### src/rtl/core/crc16_frame_deframer_core_defines.svh
// Assertion macros shared by the frame deframer RTL.
// Standalone header; included by crcfd_parser, the module that carries assertions.
`ifndef CRC16_FRAME_DEFRAMER_CORE_DEFINES_SVH
`define CRC16_FRAME_DEFRAMER_CORE_DEFINES_SVH

`ifndef NO_ASSERTIONS
`define CRCFD_ASSERT_IMP(lbl, clk, rstn, ante, cons) \
    lbl: assert property (@(posedge clk) disable iff (!rstn) (ante) |-> (cons)) \
        else $error("assertion failed");
`define CRCFD_ASSERT_NXT(lbl, clk, rstn, ante, cons) \
    lbl: assert property (@(posedge clk) disable iff (!rstn) (ante) |=> (cons)) \
        else $error("assertion failed");
`else
`define CRCFD_ASSERT_IMP(lbl, clk, rstn, ante, cons)
`define CRCFD_ASSERT_NXT(lbl, clk, rstn, ante, cons)
`endif

`endif

### src/rtl/core/crcfd_pkg.sv
// Shared types and constants of the CRC-16 frame deframer.
// No dependencies.
package crcfd_pkg;

    localparam int CfgIdxW = 1;

    localparam logic [CfgIdxW-1:0] CfgStartFlag   = 1'b0;
    localparam logic [CfgIdxW-1:0] CfgMinFrameLen = 1'b1;

    localparam logic [7:0] StartFlagReset   = 8'h68;
    localparam logic [7:0] MinFrameLenReset = 8'd8;

    localparam logic [1:0] StatusOk       = 2'd0;
    localparam logic [1:0] StatusCrcError = 2'd1;
    localparam logic [1:0] StatusTooShort = 2'd2;

    localparam logic [15:0] CrcInit = 16'hFFFF;
    localparam logic [15:0] CrcPoly = 16'hA001;

    localparam logic [7:0] HeaderLen = 8'd4;

    typedef struct packed {
        logic [7:0] sof_byte;
        logic [7:0] min_frame_length;
    } cfg_t;

    typedef struct packed {
        logic [7:0]  payload_byte;
        logic [7:0]  payload_index;
        logic [15:0] sequence_number;
        logic [7:0]  crypt_mode;
        logic [7:0]  msg_kind;
        logic [7:0]  body_length;
        logic [1:0]  status;
        logic        last;
    } result_t;

endpackage

### src/rtl/core/crc16_frame_deframer_core.sv
// Top level of the CRC-16 checked frame deframer: configuration registers and wiring.
// Depends on crcfd_pkg, crcfd_parser and crcfd_out_reg.
//
//   Channel   Direction  Handshake             Payload
//   s_        in         s_valid / s_ready     s_rx_byte
//   m_        out        m_valid / m_ready     payload, header, status and last fields
//   cfg_      in         cfg_wr_en             cfg_index, cfg_wdata
//
// Each received byte passes through the input register and then the result
// register, so a result appears only after both registers.
// Unless the result channel stalls, one byte is taken per cycle in one parser pass.
// Synchronous active-low reset returns the parser to hunting for the start flag.
// A stalled result channel holds the result register, then the input register.
module crc16_frame_deframer_core (
    input  logic                          aclk,
    input  logic                          aresetn,
    input  logic                          cfg_wr_en,
    input  logic [crcfd_pkg::CfgIdxW-1:0] cfg_index,
    input  logic [7:0]                    cfg_wdata,
    input  logic                          s_valid,
    output logic                          s_ready,
    input  logic [7:0]                    s_rx_byte,
    output logic                          m_valid,
    input  logic                          m_ready,
    output logic [7:0]                    m_payload_byte,
    output logic [7:0]                    m_payload_index,
    output logic [15:0]                   m_sequence_number,
    output logic [7:0]                    m_crypt_mode,
    output logic [7:0]                    m_msg_kind,
    output logic [7:0]                    m_body_length,
    output logic [1:0]                    m_status,
    output logic                          m_last
);

    crcfd_pkg::cfg_t    cfg_reg;
    crcfd_pkg::result_t res;
    crcfd_pkg::result_t out_data;
    logic               res_valid;
    logic               out_can_load;

    always_ff @(posedge aclk) begin
        if (!aresetn) begin
            cfg_reg.sof_byte         <= crcfd_pkg::StartFlagReset;
            cfg_reg.min_frame_length <= crcfd_pkg::MinFrameLenReset;
        end else if (cfg_wr_en) begin
            unique case (cfg_index)
                crcfd_pkg::CfgStartFlag:   cfg_reg.sof_byte         <= cfg_wdata;
                crcfd_pkg::CfgMinFrameLen: cfg_reg.min_frame_length <= cfg_wdata;
                default: begin
                end
            endcase
        end
    end

    crcfd_parser u_parser (
        .aclk      (aclk),
        .aresetn   (aresetn),
        .cfg       (cfg_reg),
        .in_valid  (s_valid),
        .in_ready  (s_ready),
        .in_byte   (s_rx_byte),
        .out_ready (out_can_load),
        .res_valid (res_valid),
        .res       (res)
    );

    crcfd_out_reg u_out (
        .aclk      (aclk),
        .aresetn   (aresetn),
        .load      (res_valid),
        .load_data (res),
        .can_load  (out_can_load),
        .out_valid (m_valid),
        .out_ready (m_ready),
        .out_data  (out_data)
    );

    assign m_payload_byte    = out_data.payload_byte;
    assign m_payload_index   = out_data.payload_index;
    assign m_sequence_number = out_data.sequence_number;
    assign m_crypt_mode      = out_data.crypt_mode;
    assign m_msg_kind        = out_data.msg_kind;
    assign m_body_length     = out_data.body_length;
    assign m_status          = out_data.status;
    assign m_last            = out_data.last;

endmodule

### src/rtl/core/crcfd_crc_step.sv
// One byte update of the reflected CRC-16/MODBUS register.
// Depends on crcfd_pkg for the polynomial.
module crcfd_crc_step (
    input  logic [15:0] crc_in,
    input  logic [7:0]  data_in,
    output logic [15:0] crc_out
);

    always_comb begin
        logic [15:0] acc;
        acc = crc_in ^ {8'h00, data_in};
        for (int i = 0; i < 8; i++) begin
            if (acc[0]) begin
                acc = (acc >> 1) ^ crcfd_pkg::CrcPoly;
            end else begin
                acc = acc >> 1;
            end
        end
        crc_out = acc;
    end

endmodule

### src/rtl/core/crcfd_parser.sv
// Input register, frame phase sequencer and header holding registers.
// Depends on crcfd_pkg, crcfd_crc_step and the assertion macro header.
`include "crc16_frame_deframer_core_defines.svh"

module crcfd_parser (
    input  logic               aclk,
    input  logic               aresetn,
    input  crcfd_pkg::cfg_t    cfg,
    input  logic               in_valid,
    output logic               in_ready,
    input  logic [7:0]         in_byte,
    input  logic               out_ready,
    output logic               res_valid,
    output crcfd_pkg::result_t res
);

    typedef enum logic [8:0] {
        PH_HUNT  = 9'b000000001,
        PH_LEN   = 9'b000000010,
        PH_SEQLO = 9'b000000100,
        PH_SEQHI = 9'b000001000,
        PH_ENC   = 9'b000010000,
        PH_TYPE  = 9'b000100000,
        PH_PAY   = 9'b001000000,
        PH_CRCLO = 9'b010000000,
        PH_CRCHI = 9'b100000000
    } phase_t;

    logic        byte_vld_reg;
    logic [7:0]  byte_reg;
    phase_t      phase_reg, phase_next;
    logic [7:0]  cnt_reg, cnt_next;
    logic [7:0]  len_reg, len_next;
    logic [15:0] crc_reg, crc_next;
    logic [15:0] seq_reg, seq_next;
    logic [7:0]  enc_reg, enc_next;
    logic [7:0]  type_reg, type_next;
    logic [7:0]  fcrc_reg, fcrc_next;
    logic [15:0] crc_upd;
    logic        fire;
    logic        too_short;

    crcfd_crc_step u_crc (
        .crc_in  (crc_reg),
        .data_in (byte_reg),
        .crc_out (crc_upd)
    );

    assign fire     = byte_vld_reg && out_ready;
    assign in_ready = !byte_vld_reg || out_ready;

    assign too_short = (byte_reg < crcfd_pkg::HeaderLen) ||
        (({1'b0, byte_reg} + {1'b0, crcfd_pkg::HeaderLen}) < {1'b0, cfg.min_frame_length});

    always_ff @(posedge aclk) begin
        if (!aresetn) begin
            byte_vld_reg <= 1'b0;
        end else if (in_ready) begin
            byte_vld_reg <= in_valid;
        end
        if (in_ready && in_valid) begin
            byte_reg <= in_byte;
        end
    end

    always_comb begin
        phase_next = phase_reg;
        cnt_next   = cnt_reg;
        len_next   = len_reg;
        crc_next   = crc_reg;
        seq_next   = seq_reg;
        enc_next   = enc_reg;
        type_next  = type_reg;
        fcrc_next  = fcrc_reg;
        res_valid  = 1'b0;
        res.payload_byte    = 8'h00;
        res.payload_index   = 8'h00;
        res.sequence_number = seq_reg;
        res.crypt_mode      = enc_reg;
        res.msg_kind        = type_reg;
        res.body_length     = len_reg;
        res.status          = crcfd_pkg::StatusOk;
        res.last            = 1'b0;
        if (fire) begin
            unique case (phase_reg)
                PH_LEN: begin
                    len_next = byte_reg;
                    if (too_short) begin
                        res_valid           = 1'b1;
                        res.sequence_number = 16'h0000;
                        res.crypt_mode      = 8'h00;
                        res.msg_kind        = 8'h00;
                        res.body_length     = byte_reg;
                        res.status          = crcfd_pkg::StatusTooShort;
                        res.last            = 1'b1;
                        phase_next          = PH_HUNT;
                    end else begin
                        crc_next   = crcfd_pkg::CrcInit;
                        cnt_next   = 8'h00;
                        phase_next = PH_SEQLO;
                    end
                end
                PH_SEQLO: begin
                    crc_next   = crc_upd;
                    seq_next   = {8'h00, byte_reg};
                    phase_next = PH_SEQHI;
                end
                PH_SEQHI: begin
                    crc_next   = crc_upd;
                    seq_next   = {byte_reg, seq_reg[7:0]};
                    phase_next = PH_ENC;
                end
                PH_ENC: begin
                    crc_next   = crc_upd;
                    enc_next   = byte_reg;
                    phase_next = PH_TYPE;
                end
                PH_TYPE: begin
                    crc_next   = crc_upd;
                    type_next  = byte_reg;
                    cnt_next   = 8'h00;
                    phase_next = (len_reg > crcfd_pkg::HeaderLen) ? PH_PAY : PH_CRCLO;
                end
                PH_PAY: begin
                    crc_next = crc_upd;
                    cnt_next = cnt_reg + 8'd1;
                    if (({1'b0, cnt_reg} + 9'd1 + {1'b0, crcfd_pkg::HeaderLen})
                            >= {1'b0, len_reg}) begin
                        phase_next = PH_CRCLO;
                    end
                    res_valid         = 1'b1;
                    res.payload_byte  = byte_reg;
                    res.payload_index = cnt_reg;
                end
                PH_CRCLO: begin
                    fcrc_next  = byte_reg;
                    phase_next = PH_CRCHI;
                end
                PH_CRCHI: begin
                    res_valid = 1'b1;
                    res.last  = 1'b1;
                    if (fcrc_reg == crc_reg[7:0] && byte_reg == crc_reg[15:8]) begin
                        res.status = crcfd_pkg::StatusOk;
                    end else begin
                        res.status = crcfd_pkg::StatusCrcError;
                    end
                    phase_next = PH_HUNT;
                end
                default: begin
                    phase_next = (byte_reg == cfg.sof_byte) ? PH_LEN : PH_HUNT;
                end
            endcase
        end
    end

    always_ff @(posedge aclk) begin
        if (!aresetn) begin
            phase_reg <= PH_HUNT;
        end else begin
            phase_reg <= phase_next;
        end
        cnt_reg  <= cnt_next;
        len_reg  <= len_next;
        crc_reg  <= crc_next;
        seq_reg  <= seq_next;
        enc_reg  <= enc_next;
        type_reg <= type_next;
        fcrc_reg <= fcrc_next;
    end

    `CRCFD_ASSERT_IMP(a_pay_index_in_frame, aclk, aresetn,
        res_valid && !res.last,
        ({1'b0, res.payload_index} + 9'd4) < {1'b0, res.body_length})
    `CRCFD_ASSERT_NXT(a_end_returns_to_hunt, aclk, aresetn,
        res_valid && res.last, phase_reg == PH_HUNT)
    `CRCFD_ASSERT_IMP(a_result_needs_room, aclk, aresetn,
        res_valid, out_ready && byte_vld_reg)

endmodule

### src/rtl/core/crcfd_out_reg.sv
// Result register that decouples the parser from the result channel.
// Depends on crcfd_pkg for the result type.
module crcfd_out_reg (
    input  logic               aclk,
    input  logic               aresetn,
    input  logic               load,
    input  crcfd_pkg::result_t load_data,
    output logic               can_load,
    output logic               out_valid,
    input  logic               out_ready,
    output crcfd_pkg::result_t out_data
);

    logic               vld_reg;
    crcfd_pkg::result_t data_reg;

    assign can_load  = !vld_reg || out_ready;
    assign out_valid = vld_reg;
    assign out_data  = data_reg;

    always_ff @(posedge aclk) begin
        if (!aresetn) begin
            vld_reg <= 1'b0;
        end else if (load) begin
            vld_reg <= 1'b1;
        end else if (out_ready) begin
            vld_reg <= 1'b0;
        end
        if (load) begin
            data_reg <= load_data;
        end
    end

endmodule
### config.mk
export PLATFORM = sky130hd
export DESIGN_NAME = crc16_frame_deframer_core
export DESIGN_NICKNAME = d
export VERILOG_FILES = /design/src/rtl/core/crcfd_pkg.sv /design/src/rtl/core/crc16_frame_deframer_core.sv /design/src/rtl/core/crcfd_crc_step.sv /design/src/rtl/core/crcfd_parser.sv /design/src/rtl/core/crcfd_out_reg.sv
export VERILOG_INCLUDE_DIRS = /design/src /design/src/rtl/core
export SDC_FILE = /design/constraint.sdc
export NUM_CORES = 1
export LEC_CHECK = 0
export BUFFER_PORTS_ARGS = -buffer_cell sky130_fd_sc_hd__buf_2
export CAP_MARGIN = 20
export CORE_ASPECT_RATIO = 0.75
export CORE_MARGIN = 3
export CORE_UTILIZATION = 25
export CTS_BUF_LIST = sky130_fd_sc_hd__clkbuf_4 sky130_fd_sc_hd__clkbuf_8 sky130_fd_sc_hd__clkbuf_16
export DETAILED_ROUTE_END_ITERATION = 12
export GPL_ROUTABILITY_DRIVEN = 0
export SYNTH_ARGS = -nofsm -noshare
export SYNTH_HDL_FRONTEND = slang
export SYNTH_SLANG_ARGS = --single-unit
### constraint.sdc
create_clock -name aclk -period 6.7 [get_ports aclk]
set_input_delay 0.335 -clock aclk [delete_from_list [all_inputs] [get_ports aclk]]
set_output_delay 0.335 -clock aclk [all_outputs]
set_load 0.02 [all_outputs]
==> results of run 1 <==
==> routing by layer <==
layer	GRT usage, %	part of all wire (%)	vias to the layer above
met4	3.93	1.7	2
met1	17.1	52	2203
met2	14.6	40	135
li1	-	-	2230
met5	0	0.12	-
met3	3.24	6.1	22
==> cells in the mapped netlist, types with 4 or more instances <==
library cell	n	area (µm²)
ha_1	18	225
a21oi_1	26	130
mux2_2	6	67.6
nor2_1	30	113
nor3_1	9	45.0
nand2b_1	12	75.1
xnor2_1	50	438
edfxtp_1	139	4170
inv_1	21	78.8
dfxtp_1	27	541
xor2_1	11	96.3
nand2_1	49	184
nand3_1	25	125
nor2b_1	11	68.8
nand4_1	9	56.3
and3_1	5	31.3
nor4_1	4	25.0
clkbuf_1	22	82.6
o21ai_0	18	90.1
and2_1	54	338
==> worst paths after layout <==
kind                             startpoint                             end  slack [ns]
min reg2reg         cfg_reg[4]$_SDFFE_PN0P_         cfg_reg[4]$_SDFFE_PN0P_        0.45
max reg2reg  u_parser.byte_reg[3]$_DFFE_PP_    u_out.out_data[19]$_DFFE_PP_        3.14
max          u_parser.byte_reg[3]$_DFFE_PP_    u_out.out_data[19]$_DFFE_PP_        3.14
min                            s_rx_byte[7]  u_parser.byte_reg[7]$_DFFE_PP_        0.08
==> logic make-up (layout without fill, tap and decap cells) <==
kind of cell,Yosys count,count (layout)
and+or+nand+nor,221,221
adders and majority gates,18,18
xor gates and xnor gates,62,62
buffers and inverters,48,142
DFF,166,166
AOI/OAI and AO/OA,65,65
muxes,6,6
==> power by group <==
group | internal [µW] | total [µW] | switching, µW | leakage [µW]
clock network | 498 | 949 | 451 | 0.000281
logic | 48.5 | 105 | 57.0 | 0.00133
registers | 1120 | 1140 | 22.6 | 0.00146
total | 1670 | 2200 | 531 | 0.00307
==> cell type report <==
type / instances / area (µm²) / area share (%)
sequential: 166 / 4710 / 53.9
inverter: 21 / 78.8 / 0.901
tap: 385 / 482 / 5.51
multi-input combinational: 372 / 2440 / 27.9
clock inverter: 14 / 133 / 1.52
clock buffer: 18 / 433 / 4.95
timing repair buffer: 89 / 463 / 5.29
==> metrics by stage <==
step                      area (µm²)  instances  setup WS [ns]  power, µW
after floorplan                 7340        586           2.82       1240
after CTS                       8740       1065           3.08       2220
after global placement          8180       1033           3.16       1270
final                           8740       1065           3.14       2200
after global routing            8740       1065           2.76       2270
after detailed placement        8180       1033           3.11       1270
==> key figures, run 1 <==
Floorplan
  • Die height: 154 µm
  • Area of the core region: 0.0284 mm²
  • DIE AREA: 0.0315 mm²
  • Effective utilization at floorplan: 25.8%
  • Number of cell rows: 53
  • Number of top-level pins: 83
  • Horizontal extent of the die: 204 µm

Timing
  • Final hold violation count: 0
  • Clock skew: 0.0116 ns
  • Post-layout min period: 3.56 ns
  • Max-slew violation total from the final report: 0
  • # setup viols final: 0
  • Pin slew with the least headroom to its limit: 0.987 ns
  • Worst max-slew margin expressed relative to the limit: 33.9%
  • Worst hold margin: 0.0845 ns
  • Max Fclk: 0.281 GHz
  • Final cycle utilization of the critical path: 53.2%
  • Summed negative setup slack over all endpoints: 0 ns
  • RSZ-0062 raised after global routing: no

Pwr
  • Power density cells: 251 mW/mm²
  • Worst vdd rail ir drop: 197 µV
  • Leakage power summed over all cells: 0.00307 µW

Logic synthesis
  • Synth Net Count: 626
  • Syn Inst Count: 586
  • Adder and majority cell fraction of the synthesized area: 3.07%
  • Yosys synthesis warning count: 0
  • Post-Synthesis Mean Instance Area: 12.5 µm²
  • Post-synth cell types: 51
  • Count of flip-flops with a built-in enable after synthesis: 139
  • Prevailing post-synth register cell: edfxtp_1
  • Area share of and/or/nand/nor cells after synthesis: 16.1%
  • Post-synthesis sequential area ratio: 64.2%
  • Post-Syn Area: 0.00734 mm²
  • Multiplexer share of the synthesized area: 0.921%
  • Complex-gate fraction of the synthesized area: 5.42%
  • Async set or reset register ratio after synthesis: 0%
  • Xor/xnor share of the synthesized area: 7.60%
  • Post-synthesis sequential element count: 166
  • Main combinational cell family by area after synthesis: simple AND/OR/NAND/NOR gates

Cells and area
  • Most common library cell in the layout ignoring fill and taps: edfxtp_1
  • Share of final-layout standard cells stronger than drive strength 1: 19.9%
  • Number of nets at the end of the flow: 707
  • Ant diodes: 0
  • Number of fillers in the final layout: 2849
  • Max FFs per register: 59
  • Area delta synth->final: 19.2%
  • Most frequent cells in the layout: edfxtp_1 (139), buf_2 (82), and2_1 (54)
  • Util after Layout: 30.7%

Clocking
  • # resized after CTS: 0
  • TritonCTS sink count: 166
  • CTS tree: yes
  • Clock network latency to the later pin of the worst-skew pair: 0.43 ns
  • Post-CTS setup buffer count: 0
  • CTS hold repair buffers: 0
  • Clock tree root buffer cell: clkbuf_16
  • Clk buf depth: 2
  • Total CTS buffers: 17
  • Clock edge transition at the registers on the reported setup and hold paths: 0.07 ns
  • H-tree lvl count: 4

Placement
  • Number of port buffers: 82
  • HPWL after DPL: 12.2 mm

GRT
  • Pin count of the biggest net entering global routing: 49
  • Total routing resource utilization after global routing: 11.1%
  • Via count of the first global-routing pass: 4429
  • Antenna violations before repair: 1
  • Final global-route overflow total: 0
  • Wire length of the first global-routing pass: 26.6 mm

Worst setup path
  • Delay of the slowest cell on the worst path: 0.64 ns
  • Top fanout value on the critical path: 48
  • Arrival time of data at the critical path endpoint: 3.63 ns
  • Worst endpoint required time: 6.77 ns
  • Depth of the most critical reg-to-reg path: 11
  • Cell type group with the largest total delay on the critical path: buffers and inverters
  • Critical path buffer and inverter count: 2
  • Class of the most critical setup path: register to register
  • Kind of end point of the critical path: register
  • Number of gates on the worst path with buffers counted: 11
  • CP max stage cell: edfxtp_1
  • CP Launch Type: register
  • Cells along the critical path: ha_1 > nand3_1 > xnor2_1 > ha_1 > a21oi_1 > o21ai_0 > a21oi_1 > o211ai_2 > buf_4 > nand2_2 > buf_4

Route
  • Mean routed wirelength per cell: 16.1 µm
  • Count of antenna-violating nets left after detailed routing: 0
  • Via/cell ratio: 4.31
  • Final Routed Wirelength: 17.2 mm
  • Remaining DRCs: 0
  • First-pass iteration count of the detailed router: 4
  • Vias: 4592
  • Initial DRC count: 317

Run
  • Max-cap violations: 0

Hold path
  • Worst hold path type: primary input to register
  • Worst Hold Depth: 1

Status
  • Run status: finished, final reports clean
(Power assumes the default switching activity.)
==> inputs of run 2 (changes only) <==
==> constraint.sdc (replaced) <==
create_clock -name aclk -period 3.6 [get_ports aclk]
set_input_delay 0.18 -clock aclk [delete_from_list [all_inputs] [get_ports aclk]]
set_output_delay 0.18 -clock aclk [all_outputs]
set_load 0.02 [all_outputs]
==> run 2 against run 1 <==
Against the previous run: sequential power rose by 84%; global-route usage rose by 0.088 points; critical path type unchanged; combinational power rose by 130%; final area rose by 4.0%; sequential share of layout area fell by 2.1 points; count of clock-buffer cells in the layout did not move.
==> key figures, run 2 (same netlist as run 1, synthesis figures left out) <==
Hold path
  • Worst min-delay path startpoint: cfg_wdata[7]
  • Worst Hold Depth: 3
  • End point of the most critical hold path: cfg_reg[15]$_SDFFE_PN0P_
  • Worst hold path type: primary input to register

Worst setup path
  • Cells along the critical path: buf_4 > ha_1 > nand3_1 > xnor2_1 > ha_1 > nand2_1 > o21ai_0 > a21oi_1 > o21ai_0 > nor2_1 > a311oi_2 > buf_4
  • CP Launch Type: register
  • Cell type group with the largest total delay on the critical path: compound AO/OA/AOI/OAI gates
  • Worst endpoint required time: 3.72 ns
  • Endpoint of the lowest-slack register-to-register path: u_parser.crc_reg[15]$_SDFFCE_PP1P_
  • CP max stage cell: o21ai_0
  • Top fanout value on the critical path: 16
  • Source of the worst register-to-register timing path: u_parser.byte_reg[3]$_DFFE_PP_
  • Delay of the slowest cell on the worst path: 0.40 ns
  • Class of the most critical setup path: register to register
  • Arrival time of data at the critical path endpoint: 3.07 ns
  • Depth of the most critical reg-to-reg path: 12
  • Critical path buffer and inverter count: 2
  • Kind of end point of the critical path: register
  • Register-to-register setup slack: 0.65 ns

Pwr
  • Relative contribution of sequential cells to total power: 48.8%
  • Leakage power summed over all cells: 0.00325 µW
  • Worst vdd rail ir drop: 340 µV
  • Sum of internal, switching and leakage power: 4310 µW
  • Portion of total power attributed to combinational logic: 5.6%
  • Clock power frac: 45.6%
  • Switching share of power: 22.9%
  • Net switching power of the design: 987 µW
  • Power density cells: 474 mW/mm²
  • Internal: 3330 µW

GRT
  • Wire length of the first global-routing pass: 26.7 mm
  • Antenna violations before repair: 0
  • Pin count of the biggest net entering global routing: 41
  • Via count of the first global-routing pass: 4513
  • Final global-route overflow total: 0
  • Total routing resource utilization after global routing: 11.2%

Clocking
  • Clk buf depth: 2
  • CTS tree: yes
  • H-tree lvl count: 4
  • Clock edge transition at the registers on the reported setup and hold paths: 0.07 ns
  • TritonCTS sink count: 166
  • Total CTS buffers: 17
  • Clock tree root buffer cell: clkbuf_16
  • Clock network latency to the later pin of the worst-skew pair: 0.43 ns

Route
  • Mean routed wirelength per cell: 15.8 µm
  • Via/cell ratio: 4.26
  • Vias: 4661
  • Final Routed Wirelength: 17.3 mm
  • Count of antenna-violating nets left after detailed routing: 0
  • Remaining DRCs: 0
  • First-pass iteration count of the detailed router: 5
  • Initial DRC count: 322

Cells and area
  • Most frequent cells in the layout: edfxtp_1 (139), buf_2 (82), and2_1 (54)
  • Non-filler instance count after layout: 1095
  • Most common library cell in the layout ignoring fill and taps: edfxtp_1
  • Share of final-layout standard cells stronger than drive strength 1: 21.4%
  • Final Instance Area: 0.00909 mm²
  • Number of fillers in the final layout: 2878
  • Ant diodes: 0
  • Number of nets at the end of the flow: 737
  • Area delta synth->final: 23.9%
  • Max FFs per register: 59

Floorplan
  • Die height: 154 µm
  • Horizontal extent of the die: 204 µm
  • DIE AREA: 0.0315 mm²
  • Effective utilization at floorplan: 25.8%
  • Area of the core region: 0.0284 mm²
  • Number of top-level pins: 83
  • Number of cell rows: 53

Timing
  • Worst max-slew margin expressed relative to the limit: 42.0%
  • Post-layout min period: 2.95 ns
  • Final cycle utilization of the critical path: 81.9%
  • Clock skew: 0.0126 ns
  • Final hold violation count: 0
  • Max-slew violation total from the final report: 0
  • Pin slew with the least headroom to its limit: 0.866 ns
  • RSZ-0062 raised after global routing: no
  • Worst hold margin: 0.0170 ns
  • Summed negative setup slack over all endpoints: 0 ns
  • # setup viols final: 0
  • Max Fclk: 0.339 GHz

Placement
  • Count of placed standard cells including taps: 1048
  • Area of placed instances: 0.00830 mm²
  • Number of port buffers: 82
  • HPWL after DPL: 12.4 mm

Status
  • Run status: finished, final reports clean

Run
  • Max-cap violations: 0
## run 2: per-layer routing
layer  track usage (%)  vias up  wire length (µm)
met4              2.88        0               170
met5                 0        -                 0
li1                  -     2292                 -
met2              14.9      151              6890
met1              17.2     2207              8970
met3              3.66       11              1220
## run 2: final cells by class
class | instances | area [µm²] | area share, %
clock buffers | 18 | 433 | 4.76
clock inverters | 14 | 205 | 2.26
inverters | 21 | 78.8 | 0.867
well taps | 385 | 482 | 5.30
multi-input cells | 372 | 2440 | 26.8
flip-flops and latches | 166 | 4710 | 51.9
repair buffers | 119 | 738 | 8.12
## run 2: timing repair
action                                  CTS  global route
hold buffers                             15             0
endpoints found under the setup margin    0             0
buffers inserted                          0             0
gates resized for setup                   0             0
hold endpoints to repair                 16             0
## run 2: power by group through the flow
stage	registers, µW	clock network (µW)	logic (µW)
after global placement	2150	0	226
final	2100	1970	242
after CTS	2100	2010	242
after global routing	2110	2100	270
after detailed placement	2150	0	228
after floorplan	2140	0	163
## run 2: stage by stage
| step | util, % | setup slack, ns |
|---|---|---|
| 5_1_grt | 32.0 | 0.382 |
| 2_1_floorplan | - | 0.299 |
| 4_1_cts | 32.0 | 0.648 |
| 3_5_place_dp | 29.2 | 0.667 |
| 6_report | 32.0 | 0.651 |
| 3_3_place_gp | 29.2 | 0.709 |
## run 2: how the worst max path moves through the flow
stage	start	endpoint	slack, ns	cells past startpoint
6_report	u_parser.byte_reg[3]$_DFFE_PP_	u_parser.crc_reg[15]$_SDFFCE_PP1P_	0.65	12
5_1_grt	u_parser.byte_reg[3]$_DFFE_PP_	u_parser.crc_reg[0]$_SDFFCE_PP1P_	0.38	12
3_5_place_dp	u_parser.byte_reg[3]$_DFFE_PP_	u_parser.crc_reg[5]$_SDFFCE_PP1P_	0.67	12
3_3_place_gp	u_parser.byte_reg[3]$_DFFE_PP_	u_parser.crc_reg[13]$_SDFFCE_PP1P_	0.71	12
2_1_floorplan	u_parser.byte_reg[2]$_DFFE_PP_	u_out.out_data[0]$_SDFFCE_PN0P_	0.30	10
4_1_cts	u_parser.byte_reg[3]$_DFFE_PP_	u_parser.crc_reg[15]$_SDFFCE_PP1P_	0.65	12
## run 2: tightest hold or removal path: cells and delay by family
| family | cells | cell delay (ns) |
|---|---|---|
| buffers and inverters | 1 | 0.11 |
| AOI/OAI and AO/OA | 1 | 0.05 |
| and+or+nand+nor | 1 | 0.06 |
